## src/design/sbpm_pkg.sv

```systemverilog
// Shared constants, payload structs and control structs of the segmented buffer pool manager.
package sbpm_pkg;

  localparam int MaxSegments  = 8;
  localparam int MaxBufPerSeg = 16;
  localparam int SlotW        = $clog2(MaxSegments);
  localparam int PosW         = $clog2(MaxBufPerSeg);
  localparam int CntW         = $clog2(MaxBufPerSeg + 1);
  localparam int AddrW        = SlotW + PosW;
  localparam int Depth        = MaxSegments * MaxBufPerSeg;
  localparam int LenW         = $clog2(MaxSegments + 1);
  localparam int FreeW        = 8;
  localparam int CfgIdxW      = 3;
  localparam int CfgDataW     = 5;

  localparam logic OP_ALLOC = 1'b0;
  localparam logic OP_FREE  = 1'b1;

  localparam logic [1:0] ST_OK        = 2'd0;
  localparam logic [1:0] ST_EXHAUSTED = 2'd1;
  localparam logic [1:0] ST_BAD_FREE  = 2'd2;

  localparam logic [CfgIdxW-1:0] CFG_BUF_PER_SEG = 3'd0;
  localparam logic [CfgIdxW-1:0] CFG_START_SEGS  = 3'd1;
  localparam logic [CfgIdxW-1:0] CFG_LOW_MARK    = 3'd2;
  localparam logic [CfgIdxW-1:0] CFG_HIGH_MARK   = 3'd3;
  localparam logic [CfgIdxW-1:0] CFG_DEL_LIMIT   = 3'd4;

  typedef struct packed {
    logic       op;
    logic [2:0] seg_slot;
    logic [3:0] buf_index;
  } in_item_t;

  typedef struct packed {
    logic [1:0] status;
    logic [2:0] out_slot;
    logic [3:0] out_index;
    logic [7:0] free_buffers;
    logic [3:0] active_segments;
    logic       candidate_held;
  } out_item_t;

  typedef struct packed {
    logic accept;
    logic build;
    logic prep;
    logic read;
    logic alloc;
    logic free;
  } ctl_cmd_t;

  typedef struct packed {
    logic build_pending;
    logic op;
    logic out_free;
  } ctl_stat_t;

endpackage

```

## src/design/sbpm_datapath.sv

```systemverilog
// Pool state, free-index stack memory, segment list and result register.
module sbpm_datapath (
  input  logic                            clk_i,
  input  logic                            rst_ni,
  input  logic                            cfg_we_i,
  input  logic [sbpm_pkg::CfgIdxW-1:0]    cfg_idx_i,
  input  logic [sbpm_pkg::CfgDataW-1:0]   cfg_wdata_i,
  input  sbpm_pkg::in_item_t              in_item_i,
  input  sbpm_pkg::ctl_cmd_t              cmd_i,
  output sbpm_pkg::ctl_stat_t             stat_o,
  output logic                            out_valid_o,
  input  logic                            out_ready_i,
  output sbpm_pkg::out_item_t             out_item_o
);

  localparam int NS = sbpm_pkg::MaxSegments;
  localparam int NB = sbpm_pkg::MaxBufPerSeg;
  localparam int SW = sbpm_pkg::SlotW;
  localparam int PW = sbpm_pkg::PosW;
  localparam int CW = sbpm_pkg::CntW;
  localparam int LW = sbpm_pkg::LenW;
  localparam int FW = sbpm_pkg::FreeW;

  logic [4:0] bps_q, bps_d, dlim_q, dlim_d;
  logic [3:0] start_q, start_d, low_q, low_d, high_q, high_d;
  logic       build_q, build_d;
  sbpm_pkg::in_item_t item_q, item_d;

  logic [NS-1:0]  active_q, active_d;
  logic [CW-1:0]  count_q [NS];
  logic [CW-1:0]  count_d [NS];
  logic [SW-1:0]  order_q [NS];
  logic [SW-1:0]  order_d [NS];
  logic [LW-1:0]  len_q, len_d;
  logic           cand_vld_q, cand_vld_d;
  logic [SW-1:0]  cand_slot_q, cand_slot_d;
  logic [FW-1:0]  ft_q, ft_d;
  logic [3:0]     seg_q, seg_d;
  logic           fail_q, fail_d;
  logic           rd_ok_q, rd_ok_d;
  logic [SW-1:0]  rd_slot_q, rd_slot_d;
  logic [PW-1:0]  rd_pos_q, rd_pos_d;
  logic           rd_vld_q, rd_vld_d;
  logic [PW-1:0]  rd_data_q;
  logic [sbpm_pkg::Depth-1:0] ent_vld_q, ent_vld_d;
  logic           out_valid_q, out_valid_d;
  sbpm_pkg::out_item_t out_q, out_d;

  logic [PW-1:0]  stack_mem [sbpm_pkg::Depth];
  logic           mem_we;
  logic [sbpm_pkg::AddrW-1:0] mem_waddr, mem_raddr;

  logic [CW-1:0]  n;
  logic [LW-1:0]  bcnt, last, btmp;
  logic [SW-1:0]  fslot, s, p;
  logic [CW-1:0]  cnt_s, pos_tmp;
  logic [FW-1:0]  ft1;
  logic           found, cv;
  logic [8:0]     bprod;

  // Out-of-range segment sizes are clamped.
  always_comb begin
    if (bps_q == '0) n = CW'(1);
    else if (bps_q > 5'(NB)) n = CW'(NB);
    else n = CW'(bps_q);
  end

  assign stat_o.build_pending = build_q;
  assign stat_o.op            = cmd_i.accept ? in_item_i.op : item_q.op;
  assign stat_o.out_free      = !out_valid_q || out_ready_i;

  always_comb begin
    bps_d = bps_q; start_d = start_q; low_d = low_q; high_d = high_q; dlim_d = dlim_q;
    build_d = build_q; item_d = item_q;
    active_d = active_q; count_d = count_q; order_d = order_q; len_d = len_q;
    cand_vld_d = cand_vld_q; cand_slot_d = cand_slot_q; ft_d = ft_q; seg_d = seg_q;
    fail_d = fail_q; rd_ok_d = rd_ok_q; rd_slot_d = rd_slot_q; rd_pos_d = rd_pos_q;
    rd_vld_d = rd_vld_q; ent_vld_d = ent_vld_q;
    out_valid_d = out_valid_q && !out_ready_i; out_d = out_q;
    mem_we = 1'b0; mem_waddr = '0;
    bcnt = '0; last = '0; btmp = '0; bprod = '0;
    fslot = '0; s = '0; p = '0; cnt_s = '0; pos_tmp = '0; ft1 = '0; found = 1'b0; cv = 1'b0;

    for (int i = NS - 1; i >= 0; i--) begin
      if (!active_q[i]) fslot = SW'(i);
    end

    if (cmd_i.accept) item_d = in_item_i;

    if (cmd_i.build) begin
      bcnt = (start_q > 4'(NS)) ? LW'(NS) : LW'(start_q);
      for (int i = 0; i < NS; i++) begin
        btmp = bcnt - LW'(i) - LW'(1);
        active_d[i] = LW'(i) < bcnt;
        count_d[i]  = (LW'(i) < bcnt) ? n : '0;
        order_d[i]  = (LW'(i) < bcnt) ? btmp[SW-1:0] : '0;
      end
      bprod = 9'(bcnt) * 9'(n);
      len_d = bcnt; ft_d = bprod[FW-1:0]; seg_d = 4'(bcnt);
      cand_vld_d = 1'b0; cand_slot_d = '0; ent_vld_d = '0; build_d = 1'b0;
    end

    if (cmd_i.prep) begin
      fail_d = 1'b0;
      if (ft_q == '0) begin
        if (seg_q >= high_q) begin
          fail_d = 1'b1;
        end else if (cand_vld_q || !(&active_q)) begin
          s = cand_vld_q ? cand_slot_q : fslot;
          if (!cand_vld_q) begin
            active_d[s] = 1'b1;
            count_d[s]  = n;
            for (int i = 0; i < NB; i++) ent_vld_d[{s, PW'(i)}] = 1'b0;
          end
          if (len_q < LW'(NS)) begin
            for (int j = NS - 1; j > 0; j--) order_d[j] = order_q[j-1];
            order_d[0] = s;
            len_d = len_q + LW'(1);
          end
          cand_vld_d = 1'b0;
          ft_d = ft_q + FW'(n);
          seg_d = seg_q + 4'd1;
        end else begin
          fail_d = 1'b1;
        end
      end
    end

    if (cmd_i.read) begin
      pos_tmp   = count_q[order_q[0]] - CW'(1);
      rd_slot_d = order_q[0];
      rd_pos_d  = pos_tmp[PW-1:0];
      rd_ok_d   = !fail_q && len_q != '0 && count_q[order_q[0]] != '0;
      rd_vld_d  = ent_vld_q[{order_q[0], pos_tmp[PW-1:0]}];
    end

    if (cmd_i.alloc) begin
      out_valid_d = 1'b1;
      out_d.out_slot = '0; out_d.out_index = '0;
      if (rd_ok_q) begin
        count_d[rd_slot_q] = CW'(rd_pos_q);
        out_d.status = sbpm_pkg::ST_OK;
        out_d.out_slot = rd_slot_q;
        // Entries not pushed since activation still hold their own position.
        out_d.out_index = rd_vld_q ? rd_data_q : rd_pos_q;
        if (rd_pos_q == '0) begin
          last = len_q - LW'(1);
          for (int j = 0; j < NS - 1; j++) order_d[j] = order_q[j+1];
          order_d[last[SW-1:0]] = rd_slot_q;
        end
        if (ft_q != '0) ft_d = ft_q - FW'(1);
      end else begin
        out_d.status = sbpm_pkg::ST_EXHAUSTED;
      end
    end

    if (cmd_i.free) begin
      out_valid_d = 1'b1;
      out_d.out_slot = '0; out_d.out_index = '0;
      s = item_q.seg_slot;
      cnt_s = count_q[s];
      if (!active_q[s] || cnt_s >= n) begin
        out_d.status = sbpm_pkg::ST_BAD_FREE;
      end else begin
        out_d.status = sbpm_pkg::ST_OK;
        mem_we = 1'b1;
        mem_waddr = {s, cnt_s[PW-1:0]};
        ent_vld_d[{s, cnt_s[PW-1:0]}] = 1'b1;
        count_d[s] = cnt_s + CW'(1);
        for (int j = NS - 1; j >= 0; j--) begin
          if (LW'(j) < len_q && order_q[j] == s) begin
            p = SW'(j); found = 1'b1;
          end
        end
        cv = cand_vld_q;
        if (cand_vld_q && ft_q > FW'(dlim_q)) begin
          active_d[cand_slot_q] = 1'b0;
          count_d[cand_slot_q]  = '0;
          cv = 1'b0;
        end
        ft1 = ft_q + FW'(1);
        if (cnt_s + CW'(1) == n && seg_q > low_q) begin
          // Fully free segment leaves the list.
          if (found) begin
            for (int j = 0; j < NS - 1; j++) begin
              if (SW'(j) >= p) order_d[j] = order_q[j+1];
            end
            len_d = len_q - LW'(1);
          end
          ft_d = (ft1 >= FW'(n)) ? ft1 - FW'(n) : '0;
          if (seg_q != '0) seg_d = seg_q - 4'd1;
          if (cv) begin
            active_d[s] = 1'b0;
            count_d[s]  = '0;
          end else begin
            cand_slot_d = s;
          end
          cand_vld_d = 1'b1;
        end else begin
          order_d[0] = s;
          for (int j = 1; j < NS; j++) begin
            if (!found || SW'(j) <= p) order_d[j] = order_q[j-1];
          end
          if (!found) len_d = len_q + LW'(1);
          ft_d = ft1;
          cand_vld_d = cv;
        end
      end
    end

    if (cmd_i.alloc || cmd_i.free) begin
      out_d.free_buffers = ft_d;
      out_d.active_segments = seg_d;
      out_d.candidate_held = cand_vld_d;
    end

    if (cfg_we_i) begin
      unique case (cfg_idx_i)
        sbpm_pkg::CFG_BUF_PER_SEG: begin bps_d = cfg_wdata_i; build_d = 1'b1; end
        sbpm_pkg::CFG_START_SEGS:  begin start_d = cfg_wdata_i[3:0]; build_d = 1'b1; end
        sbpm_pkg::CFG_LOW_MARK:    begin low_d = cfg_wdata_i[3:0]; build_d = 1'b1; end
        sbpm_pkg::CFG_HIGH_MARK:   begin high_d = cfg_wdata_i[3:0]; build_d = 1'b1; end
        sbpm_pkg::CFG_DEL_LIMIT:   begin dlim_d = cfg_wdata_i; build_d = 1'b1; end
        default: ;
      endcase
    end
  end

  assign mem_raddr = {order_q[0], pos_tmp[PW-1:0]};

  always_ff @(posedge clk_i) begin
    if (mem_we) stack_mem[mem_waddr] <= item_q.buf_index;
    if (cmd_i.read) rd_data_q <= stack_mem[mem_raddr];
  end

  always_ff @(posedge clk_i or negedge rst_ni) begin
    if (!rst_ni) begin
      bps_q <= 5'd16; start_q <= 4'd1; low_q <= 4'd1; high_q <= 4'd8; dlim_q <= 5'd5;
      build_q <= 1'b1;
      active_q <= '0;
      for (int i = 0; i < NS; i++) begin
        count_q[i] <= '0;
        order_q[i] <= '0;
      end
      len_q <= '0; cand_vld_q <= 1'b0; cand_slot_q <= '0; ft_q <= '0; seg_q <= '0;
      fail_q <= 1'b0; rd_ok_q <= 1'b0; ent_vld_q <= '0; out_valid_q <= 1'b0;
    end else begin
      bps_q <= bps_d; start_q <= start_d; low_q <= low_d; high_q <= high_d; dlim_q <= dlim_d;
      build_q <= build_d;
      active_q <= active_d; count_q <= count_d; order_q <= order_d; len_q <= len_d;
      cand_vld_q <= cand_vld_d; cand_slot_q <= cand_slot_d; ft_q <= ft_d; seg_q <= seg_d;
      fail_q <= fail_d; rd_ok_q <= rd_ok_d; ent_vld_q <= ent_vld_d; out_valid_q <= out_valid_d;
    end
  end

  always_ff @(posedge clk_i) begin
    item_q <= item_d;
    rd_slot_q <= rd_slot_d;
    rd_pos_q <= rd_pos_d;
    rd_vld_q <= rd_vld_d;
    out_q <= out_d;
  end

  assign out_valid_o = out_valid_q;
  assign out_item_o  = out_q;

endmodule

```

## src/design/sbpm_ctrl.sv

```systemverilog
// Sequencing state machine of the buffer pool manager.
module sbpm_ctrl (
  input  logic                 clk_i,
  input  logic                 rst_ni,
  input  logic                 in_valid_i,
  output logic                 in_ready_o,
  input  sbpm_pkg::ctl_stat_t  stat_i,
  output sbpm_pkg::ctl_cmd_t   cmd_o
);

  typedef enum logic [2:0] {S_IDLE, S_BUILD, S_PREP, S_READ, S_ALLOC, S_FREE} state_e;
  state_e state_q;

  assign in_ready_o = state_q == S_IDLE;

  always_comb begin
    cmd_o        = '0;
    cmd_o.accept = (state_q == S_IDLE) && in_valid_i;
    cmd_o.build  = state_q == S_BUILD;
    cmd_o.prep   = state_q == S_PREP;
    cmd_o.read   = state_q == S_READ;
    cmd_o.alloc  = (state_q == S_ALLOC) && stat_i.out_free;
    cmd_o.free   = (state_q == S_FREE) && stat_i.out_free;
  end

  always_ff @(posedge clk_i or negedge rst_ni) begin
    if (!rst_ni) begin
      state_q <= S_IDLE;
    end else begin
      unique case (state_q)
        S_IDLE: begin
          if (in_valid_i) begin
            if (stat_i.build_pending) state_q <= S_BUILD;
            else state_q <= (stat_i.op == sbpm_pkg::OP_FREE) ? S_FREE : S_PREP;
          end
        end
        S_BUILD: state_q <= (stat_i.op == sbpm_pkg::OP_FREE) ? S_FREE : S_PREP;
        S_PREP:  state_q <= S_READ;
        S_READ:  state_q <= S_ALLOC;
        S_ALLOC: if (stat_i.out_free) state_q <= S_IDLE;
        S_FREE:  if (stat_i.out_free) state_q <= S_IDLE;
        default: state_q <= S_IDLE;
      endcase
    end
  end

endmodule

```

## src/design/segmented_buffer_pool_manager_core.sv

```systemverilog
// Top level of the segmented buffer pool manager.
// An allocate passes through the prepare, stack read (through the registered memory port) and
// update states before its result is registered; a free goes from acceptance to its update state.
// The first item after reset or after any write to a defined register first passes through a rebuild state.
// One item is in flight at a time; the next beat is accepted once the result is registered.
// Reset is asynchronous, active low, restores register defaults and schedules a rebuild.
module segmented_buffer_pool_manager_core (
  input  logic                           clk_i,
  input  logic                           rst_ni,
  input  logic                           cfg_we_i,
  input  logic [sbpm_pkg::CfgIdxW-1:0]   cfg_idx_i,
  input  logic [sbpm_pkg::CfgDataW-1:0]  cfg_wdata_i,
  input  logic                           in_valid_i,
  output logic                           in_ready_o,
  input  sbpm_pkg::in_item_t             in_item_i,
  output logic                           out_valid_o,
  input  logic                           out_ready_i,
  output sbpm_pkg::out_item_t            out_item_o
);

  sbpm_pkg::ctl_cmd_t  cmd;
  sbpm_pkg::ctl_stat_t stat;

  sbpm_ctrl u_ctrl (
    .clk_i, .rst_ni, .in_valid_i, .in_ready_o, .stat_i(stat), .cmd_o(cmd)
  );

  sbpm_datapath u_dp (
    .clk_i, .rst_ni, .cfg_we_i, .cfg_idx_i, .cfg_wdata_i, .in_item_i,
    .cmd_i(cmd), .stat_o(stat), .out_valid_o, .out_ready_i, .out_item_o
  );

  assert property (@(posedge clk_i) disable iff (!rst_ni)
    in_valid_i && in_ready_o |=> !in_ready_o)
    else $error("accepted a second beat while an item was in flight");

  assert property (@(posedge clk_i) disable iff (!rst_ni)
    out_valid_o && out_item_o.status != sbpm_pkg::ST_OK |->
      out_item_o.out_slot == '0 && out_item_o.out_index == '0)
    else $error("failed request carries a buffer handle");

  assert property (@(posedge clk_i) disable iff (!rst_ni)
    out_valid_o |-> out_item_o.active_segments <= 4'(sbpm_pkg::MaxSegments)
      && out_item_o.status != 2'd3)
    else $error("result reports an impossible segment count or status");

endmodule

```

## config.mk

```make
export PLATFORM = sky130hd
export DESIGN_NAME = segmented_buffer_pool_manager_core
export DESIGN_NICKNAME = d
export VERILOG_FILES = /design/src/design/sbpm_pkg.sv /design/src/design/sbpm_datapath.sv /design/src/design/sbpm_ctrl.sv /design/src/design/segmented_buffer_pool_manager_core.sv
export SDC_FILE = /design/constraint.sdc
export NUM_CORES = 1
export LEC_CHECK = 0
export ABC_AREA = 1
export BUFFER_PORTS_ARGS = -buffer_cell sky130_fd_sc_hd__buf_2
export CAP_MARGIN = 40
export CORE_ASPECT_RATIO = 0.8
export CORE_MARGIN = 1.5
export CORE_UTILIZATION = 45
export DETAILED_ROUTE_END_ITERATION = 16
export PLACE_DENSITY_LB_ADDON = 0.2
export SETUP_SLACK_MARGIN = 0.02
export SLEW_MARGIN = 30
export SYNTH_ARGS = -nofsm -noshare
export SYNTH_HDL_FRONTEND = slang
export SYNTH_SLANG_ARGS = --single-unit
```

## constraint.sdc

```tcl
create_clock -name clk_i -period 8 [get_ports clk_i]
set_input_delay 0.8 -clock clk_i [delete_from_list [all_inputs] [get_ports clk_i]]
set_output_delay 0.8 -clock clk_i [all_outputs]
set_load 0.05 [all_outputs]
```

==> impl_metrics.json, run 1 <==
{
  "worstPathRequired_ns": 8.30,
  "wl_per_cell_um": 22.2,
  "p_sw_share_pct": 44.0,
  "post_cts_buffers": 0,
  "cts-htree-levels": 3,
  "power.share.clock_pct": 25.8,
  "grt_pass1_wl_um": 206000,
  "path_class": "reg2reg",
  "fin_setup_tns_ns": 0,
  "area_delta_synth_final_pct": 10.4,
  "skew_ns": 0.0204,
  "syn-num-nets": 5030,
  "clockBufferDepth": 3,
  "ant_nets": 0,
  "async_flop_share_pct": 31.0,
  "status": "finished, final reports clean",
  "setup_ws_ns": 2.13,
  "io_pins": 45,
  "fin_nets": 4969,
  "path_max_fanout": 59,
  "yosys_warnings": 0,
  "gp_congestion": 1.01,
  "track_usage_pct": 28.9,
  "slew_viol_final": 0,
  "cts_resized": 0,
  "die_h_um": 276,
  "clk_latency_ns": 0.65,
  "antenna_found_initial": 2,
  "die-area_mm2": 0.0950,
  "drt_pass1_iterations": 6,
  "clkTransAtPathRegs_ns": 0.07,
  "grt-ovfl-total": 0,
  "worst_pin_slew_ns": 0.914,
  "mostFrequentLayoutCell": "nand2_1",
  "cts.sink_count": 803,
  "totalWireLength_um": 137000,
  "fmax_mhz": 170,
  "root_buffer": "clkbuf_16",
  "period_needed_ns": 5.87,
  "drc": 0,
  "slowest_stage": "edfxtp_1",
  "p_switching_mw": 7.38,
  "slew_headroom_pct": 39.1,
  "netlist_instances": 4948,
  "routed_via_density": 5.67,
  "core_mm2": 0.0917,
  "die_w_um": 344,
  "worstSetupEndpointType": "flop",
  "rsz0062_at_grt": "false",
  "grt_pass1_vias": 32500,
  "synth.avg_cell_area_um2": 8.47,
  "diodes": 0,
  "rows": 99,
  "maxCapViolCount": 0,
  "dp_hpwl_um": 91000,
  "p_comb_share_pct": 42.7,
  "synth_flop_cell": "edfxtp_1",
  "seq_area_frac_synth_pct": 54.4,
  "hold_viol_final": 0,
  "synth.distinct_cells": 55,
  "start_util_pct": 45.7,
  "power_density_mw_per_mm2": 363,
  "drive_above_1_share_pct": 6.92,
  "cpPeakStageDelay_ns": 0.74,
  "drtIter0Drc": 4281,
  "vias": 35000,
  "ys_seq_elements": 803,
  "finalCritPeriodShare_pct": 73.4,
  "cts_buffers": 83,
  "grt_max_degree": 161,
  "min-delay-path-class": "in2async",
  "p_seq_share_pct": 31.4,
  "crit_arrival_ns": 6.17,
  "final_cell_mix": "1148 x nand2_1, 744 x inv_1, 668 x nand3_1",
  "ir_drop_mv": 0.401,
  "setup_viol": 0,
  "syn-cell-area_mm2": 0.0419,
  "path_common_cell": "nand2_1",
  "internal_power_mw": 9.40,
  "crit_path_cell_trace": "buf_4 -> inv_2 -> nor2_2 -> a21oi_1 -> nand2_1 -> nor2_2 -> inv_2 -> ha_1 -> nand2_1 -> nor2_1 -> a21oi_1 -> nand3_1 -> nor2_4 -> buf_4 -> nand2_1 -> inv_1 -> nand2_1 -> nor2_1",
  "p_leak_nw": 20.2,
  "synth_edf_count": 547,
  "cts_tree": "yes",
  "io_buffers": 44,
  "holdBufCountCts": 0,
  "crit_path_start_kind": "flop",
  "dp_worst_setup_slack_ns": 2.30
}
## path summary, 6_finish.rpt
kind | start | to | slack (ns) | depth (start not counted)
setup reg to reg | u_dp.item_q[4]$_DFFE_PP_ | u_dp.stack_mem[98][0]$_DFFE_PP_ | 2.13 | 18
setup / recovery | u_dp.item_q[4]$_DFFE_PP_ | u_dp.stack_mem[98][0]$_DFFE_PP_ | 2.13 | 18
max in group asynchronous | rst_ni | u_dp.ent_vld_q[32]$_DFF_PN0_ | 6.42 | 3
min in group clk_i | in_item_i[0] | u_dp.item_q[0]$_DFFE_PP_ | 0.33 | 1
hold reg to reg | u_dp.ent_vld_q[17]$_DFF_PN0_ | u_dp.ent_vld_q[17]$_DFF_PN0_ | 0.48 | 2
hold / removal | rst_ni | u_dp.order_q[11]$_DFF_PN0_ | 0.16 | 1
## worst max-delay path, delay by kind of cell, from the launching register on
kind | cells | cell delay [ns]
AOI/OAI and AO/OA | 2 | 0.36
adders and majority gates | 1 | 0.37
buffers and inverters | 5 | 1.91
DFF | 1 | 0.74
and+or+nand+nor | 10 | 2.05
## per-stage QoR
stage          utilization (%)  cell area (µm²)  total power, mW  cells  hold WS [ns]
6_report                  50.5            46300             16.8   6167         0.158
5_1_grt                   50.5            46300             17.6   6167         0.204
4_1_cts                   50.4            46200             16.6   6163         0.164
3_5_place_dp              47.1            43100             12.2   6010         0.468
3_3_place_gp              46.9            43000             12.2   6002         0.460
2_1_floorplan                -            41900             9.83   4948         0.424
## cells in the mapped netlist, drive strengths merged, types with 26 or more instances
master	number	area (µm²)
o21ai	366	1840
nand2	1170	4460
nor2	341	1350
nand3	674	3400
a21oi	217	1100
o22ai	89	557
inv	759	2850
ha	53	663
o211ai	51	383
edfxtp	547	16400
nor3	26	145
clkbuf	122	459
dfrtp	242	6060
buf	134	712
## cell type report
cell class | count | area [µm²]
clock inverter | 42 | 641
fill | 8740 | 45400
clock buffer | 111 | 2420
tap | 1212 | 1520
timing repair buffer | 110 | 896
sequential | 803 | 22800
multi-input combinational | 3118 | 15100
inverter | 771 | 2900
## sequential cells by signal (all words and copies together) (netlist names), 3 cells and up
signal            cells
u_dp.rd_data_q        4
u_dp.rd_pos_q         4
u_dp.len_q            4
u_dp.mem_raddr        3
u_dp.seg_q            4
u_dp.high_q           4
u_dp.low_q            4
u_dp.bps_q            5
u_dp.active_q         8
u_dp.count_q         40
u_dp.dlim_q           5
u_dp.ent_vld_q      128
u_dp.rd_slot_q        3
u_dp.item_q           8
u_ctrl.state_q        3
u_dp.ft_q             8
u_dp.out_item_o      22
u_dp.stack_mem      512
u_dp.cand_slot_q      3
u_dp.order_q         21
u_dp.start_q          4
## cells by family (layout without fill, tap and decap cells)
logic type	Yosys count	after routing	synth area share, %
simple gates	2249	2249	22.9
flops	803	803	54.4
xor+xnor	31	31	0.648
fa+ha+maj	61	61	1.96
compound gates	772	772	10.2
buf+inv	1027	1034	9.71
mux	5	5	0.125
## power groups by stage
stage	clock network (mW)	logic, mW	registers, mW
3_5_place_dp	0	6.91	5.32
6_report	4.34	7.17	5.28
5_1_grt	4.55	7.78	5.28
4_1_cts	4.39	6.94	5.24
3_3_place_gp	0	6.88	5.33
2_1_floorplan	0	4.46	5.37
## per-layer routing
metal / GRT usage [%] / share of wire [%] / up-vias / wire (µm)
met5: 0 / 0 / - / 0
met4: 7.91 / 2.4 / 0 / 3240
met3: 6.69 / 11 / 242 / 14700
met2: 41.0 / 41 / 1647 / 56900
met1: 43.9 / 45 / 16900 / 62400
li1: - / - / 16200 / -
No activity file was read; power rests on OpenSTA's default activity.
==> run 2, diff against run 1 <==
clock period = 5 ns   (was 8 ns; I/O delays follow)
==> run 2 against run 1 <==
Final cell count is 0.54% higher. Critical path depth rose by 1. Via count decreased by 0.31%. Die area unchanged. Wire length shrank 0.75%. Count of clock-buffer cells in the layout rose by 2. Combinational power increased by 62%. Final area hardly changed. Critical path type unchanged.
==> impl_metrics.json, run 2 (synthesized netlist as in run 1, its figures left out) <==
{
  "status": "finished, final reports clean",
  "top_regs": "u_dp.stack_mem: 512 flops, u_dp.ent_vld_q: 128 flops, u_dp.count_q: 40 flops",
  "crit_arrival_ns": 4.86,
  "grt_pass1_vias": 31800,
  "cts.sink_count": 803,
  "antenna_found_initial": 3,
  "met3_usage_pct": 6.26,
  "grt.busiest_layer": "met1",
  "clockBufferDepth": 3,
  "ir_drop_mv": 0.740,
  "io_buffers": 44,
  "clk_latency_ns": 0.66,
  "setup_viol": 0,
  "totalWireLength_um": 136000,
  "setup_ws_ns": 0.544,
  "regMostFlops": "u_dp.stack_mem",
  "path_max_fanout": 79,
  "grt_pass1_wl_um": 204000,
  "rsz0062_at_grt": "false",
  "rows": 99,
  "worstPathRequired_ns": 5.41,
  "vias": 34900,
  "largest_reg_flops": 512,
  "power_density_mw_per_mm2": 572,
  "cts_tree": "yes",
  "worstSetupEndpointType": "flop",
  "cts_resized": 0,
  "cts_buffers": 83,
  "clkTransAtPathRegs_ns": 0.06,
  "post_cts_buffers": 0,
  "gp_congestion": 1.05,
  "die_h_um": 276,
  "mostFrequentLayoutCell": "nand2_1",
  "gr-usage-met1_pct": 43.8,
  "start_util_pct": 45.7,
  "nFillCells": 8724,
  "crit_path_cell_trace": "inv_1 -> nand2_1 -> nand3_1 -> nand2_1 -> nand2_1 -> nand2_2 -> buf_4 -> nand2_4 -> buf_12 -> nand2_1 -> nand2_1 -> nand2_1 -> nand3_1 -> nand3_1 -> nand3_1 -> nand3_1 -> nand2_1 -> nand2_1 -> nand2_1",
  "holdBufCountCts": 1,
  "die-area_mm2": 0.0950,
  "slew_headroom_pct": 39.0,
  "drtIter0Drc": 4367,
  "grt-ovfl-total": 0,
  "final_cell_count_no_fill": 6200,
  "worst_pin_slew_ns": 0.915,
  "skew_ns": 0.0352,
  "cts-htree-levels": 3,
  "dp_worst_setup_slack_ns": 0.739,
  "fmax_mhz": 224,
  "fin_setup_tns_ns": 0,
  "io_pins": 45,
  "met2_usage_pct": 40.8,
  "final_cell_mix": "1148 x nand2_1, 744 x inv_1, 668 x nand3_1",
  "path_common_cell": "nand2_1",
  "cpPeakStageDelay_ns": 0.72,
  "finalCritPeriodShare_pct": 89.1,
  "drc": 0,
  "hold_viol_final": 0,
  "path_class": "reg2reg",
  "area_delta_synth_final_pct": 10.5,
  "core_mm2": 0.0917,
  "place_inst": 6040,
  "root_buffer": "clkbuf_16",
  "period_needed_ns": 4.46,
  "slew_viol_final": 0,
  "drive_above_1_share_pct": 7.36,
  "maxCapViolCount": 0,
  "p_total_mw": 26.5,
  "ant_nets": 0,
  "slowest_stage": "dfrtp_2",
  "dp_hpwl_um": 90300,
  "track_usage_pct": 28.6,
  "die_w_um": 344,
  "crit_path_start_kind": "flop",
  "p_leak_nw": 20.2,
  "wl_per_cell_um": 22.0,
  "grt_max_degree": 129,
  "drt_pass1_iterations": 6,
  "min-delay-path-class": "in2reg",
  "routed_via_density": 5.62,
  "fin_nets": 5000
}
==> run 2: cell types whose count changed in the layout (fill, tap and decap cells not counted), sizes merged <==
cell	delta
dlygate4sd3	+1
buf	+30
inv	+1
clkbuf	+2
diode	+1
bufinv	-10
clkinv	+6
clkinvlp	+2
==> run 2: area by class of cell <==
| type | instances | area [µm²] | area share (%) |
|---|---|---|---|
| diodes | 1 | 2.50 | 0.00541 |
| clock buffers | 113 | 2440 | 5.26 |
| well taps | 1212 | 1520 | 3.28 |
| flip-flops and latches | 803 | 22800 | 49.3 |
| inverters | 771 | 2900 | 6.26 |
| repair buffers | 141 | 1170 | 2.52 |
| clock inverters | 41 | 378 | 0.816 |
| multi-input cells | 3118 | 15100 | 32.6 |
==> run 2: metrics by stage <==
step                      util (%)  hold slack [ns]  cell area (µm²)
final                         50.5           0.0411            46300
after detailed placement      47.4            0.468            43400
after floorplan                  -            0.204            41900
after global placement        47.4            0.461            43400
after global routing          50.5           0.0148            46300
after CTS                     50.5          0.00448            46200
==> run 2: critical path, delay by kind of cell (launching register included) <==
| kind | cells | cell delay, ns |
|---|---|---|
| simple gates | 16 | 2.19 |
| buf+inv | 3 | 1.21 |
| flops | 1 | 0.72 |
==> run 2: metal layers <==
metal	wire length, µm	up-vias
li1	-	16300
met1	61900	16600
met2	56600	1727
met3	14500	221
met4	3130	2
met5	94	-
==> run 2: worst paths after layout <==
path	slack, ns	depth (start not counted)	endpoint	startpoint
max	0.54	19	u_dp.rd_data_q[1]$_DFFE_PN_	u_dp.mem_raddr[4]$_DFF_PN0_
min	0.04	1	u_dp.item_q[1]$_DFFE_PP_	in_item_i[1]
max reg2reg	0.54	19	u_dp.rd_data_q[1]$_DFFE_PN_	u_dp.mem_raddr[4]$_DFF_PN0_
min reg2reg	0.48	2	u_dp.ent_vld_q[111]$_DFF_PN0_	u_dp.ent_vld_q[111]$_DFF_PN0_
max in group asynchronous	3.53	3	u_dp.ent_vld_q[122]$_DFF_PN0_	rst_ni
min in group asynchronous	0.44	2	u_dp.order_q[13]$_DFF_PN0_	rst_ni
==> run 2: report_power, final <==
| part | leakage (nW) | internal (mW) | switching [mW] | total, mW |
|---|---|---|---|---|
| Sequential | 8.32 | 7.85 | 0.624 | 8.47 |
| Clock | 1.38 | 3.70 | 2.71 | 6.41 |
| Combinational | 10.5 | 3.13 | 8.48 | 11.6 |
| Total | 20.2 | 14.7 | 11.8 | 26.5 |
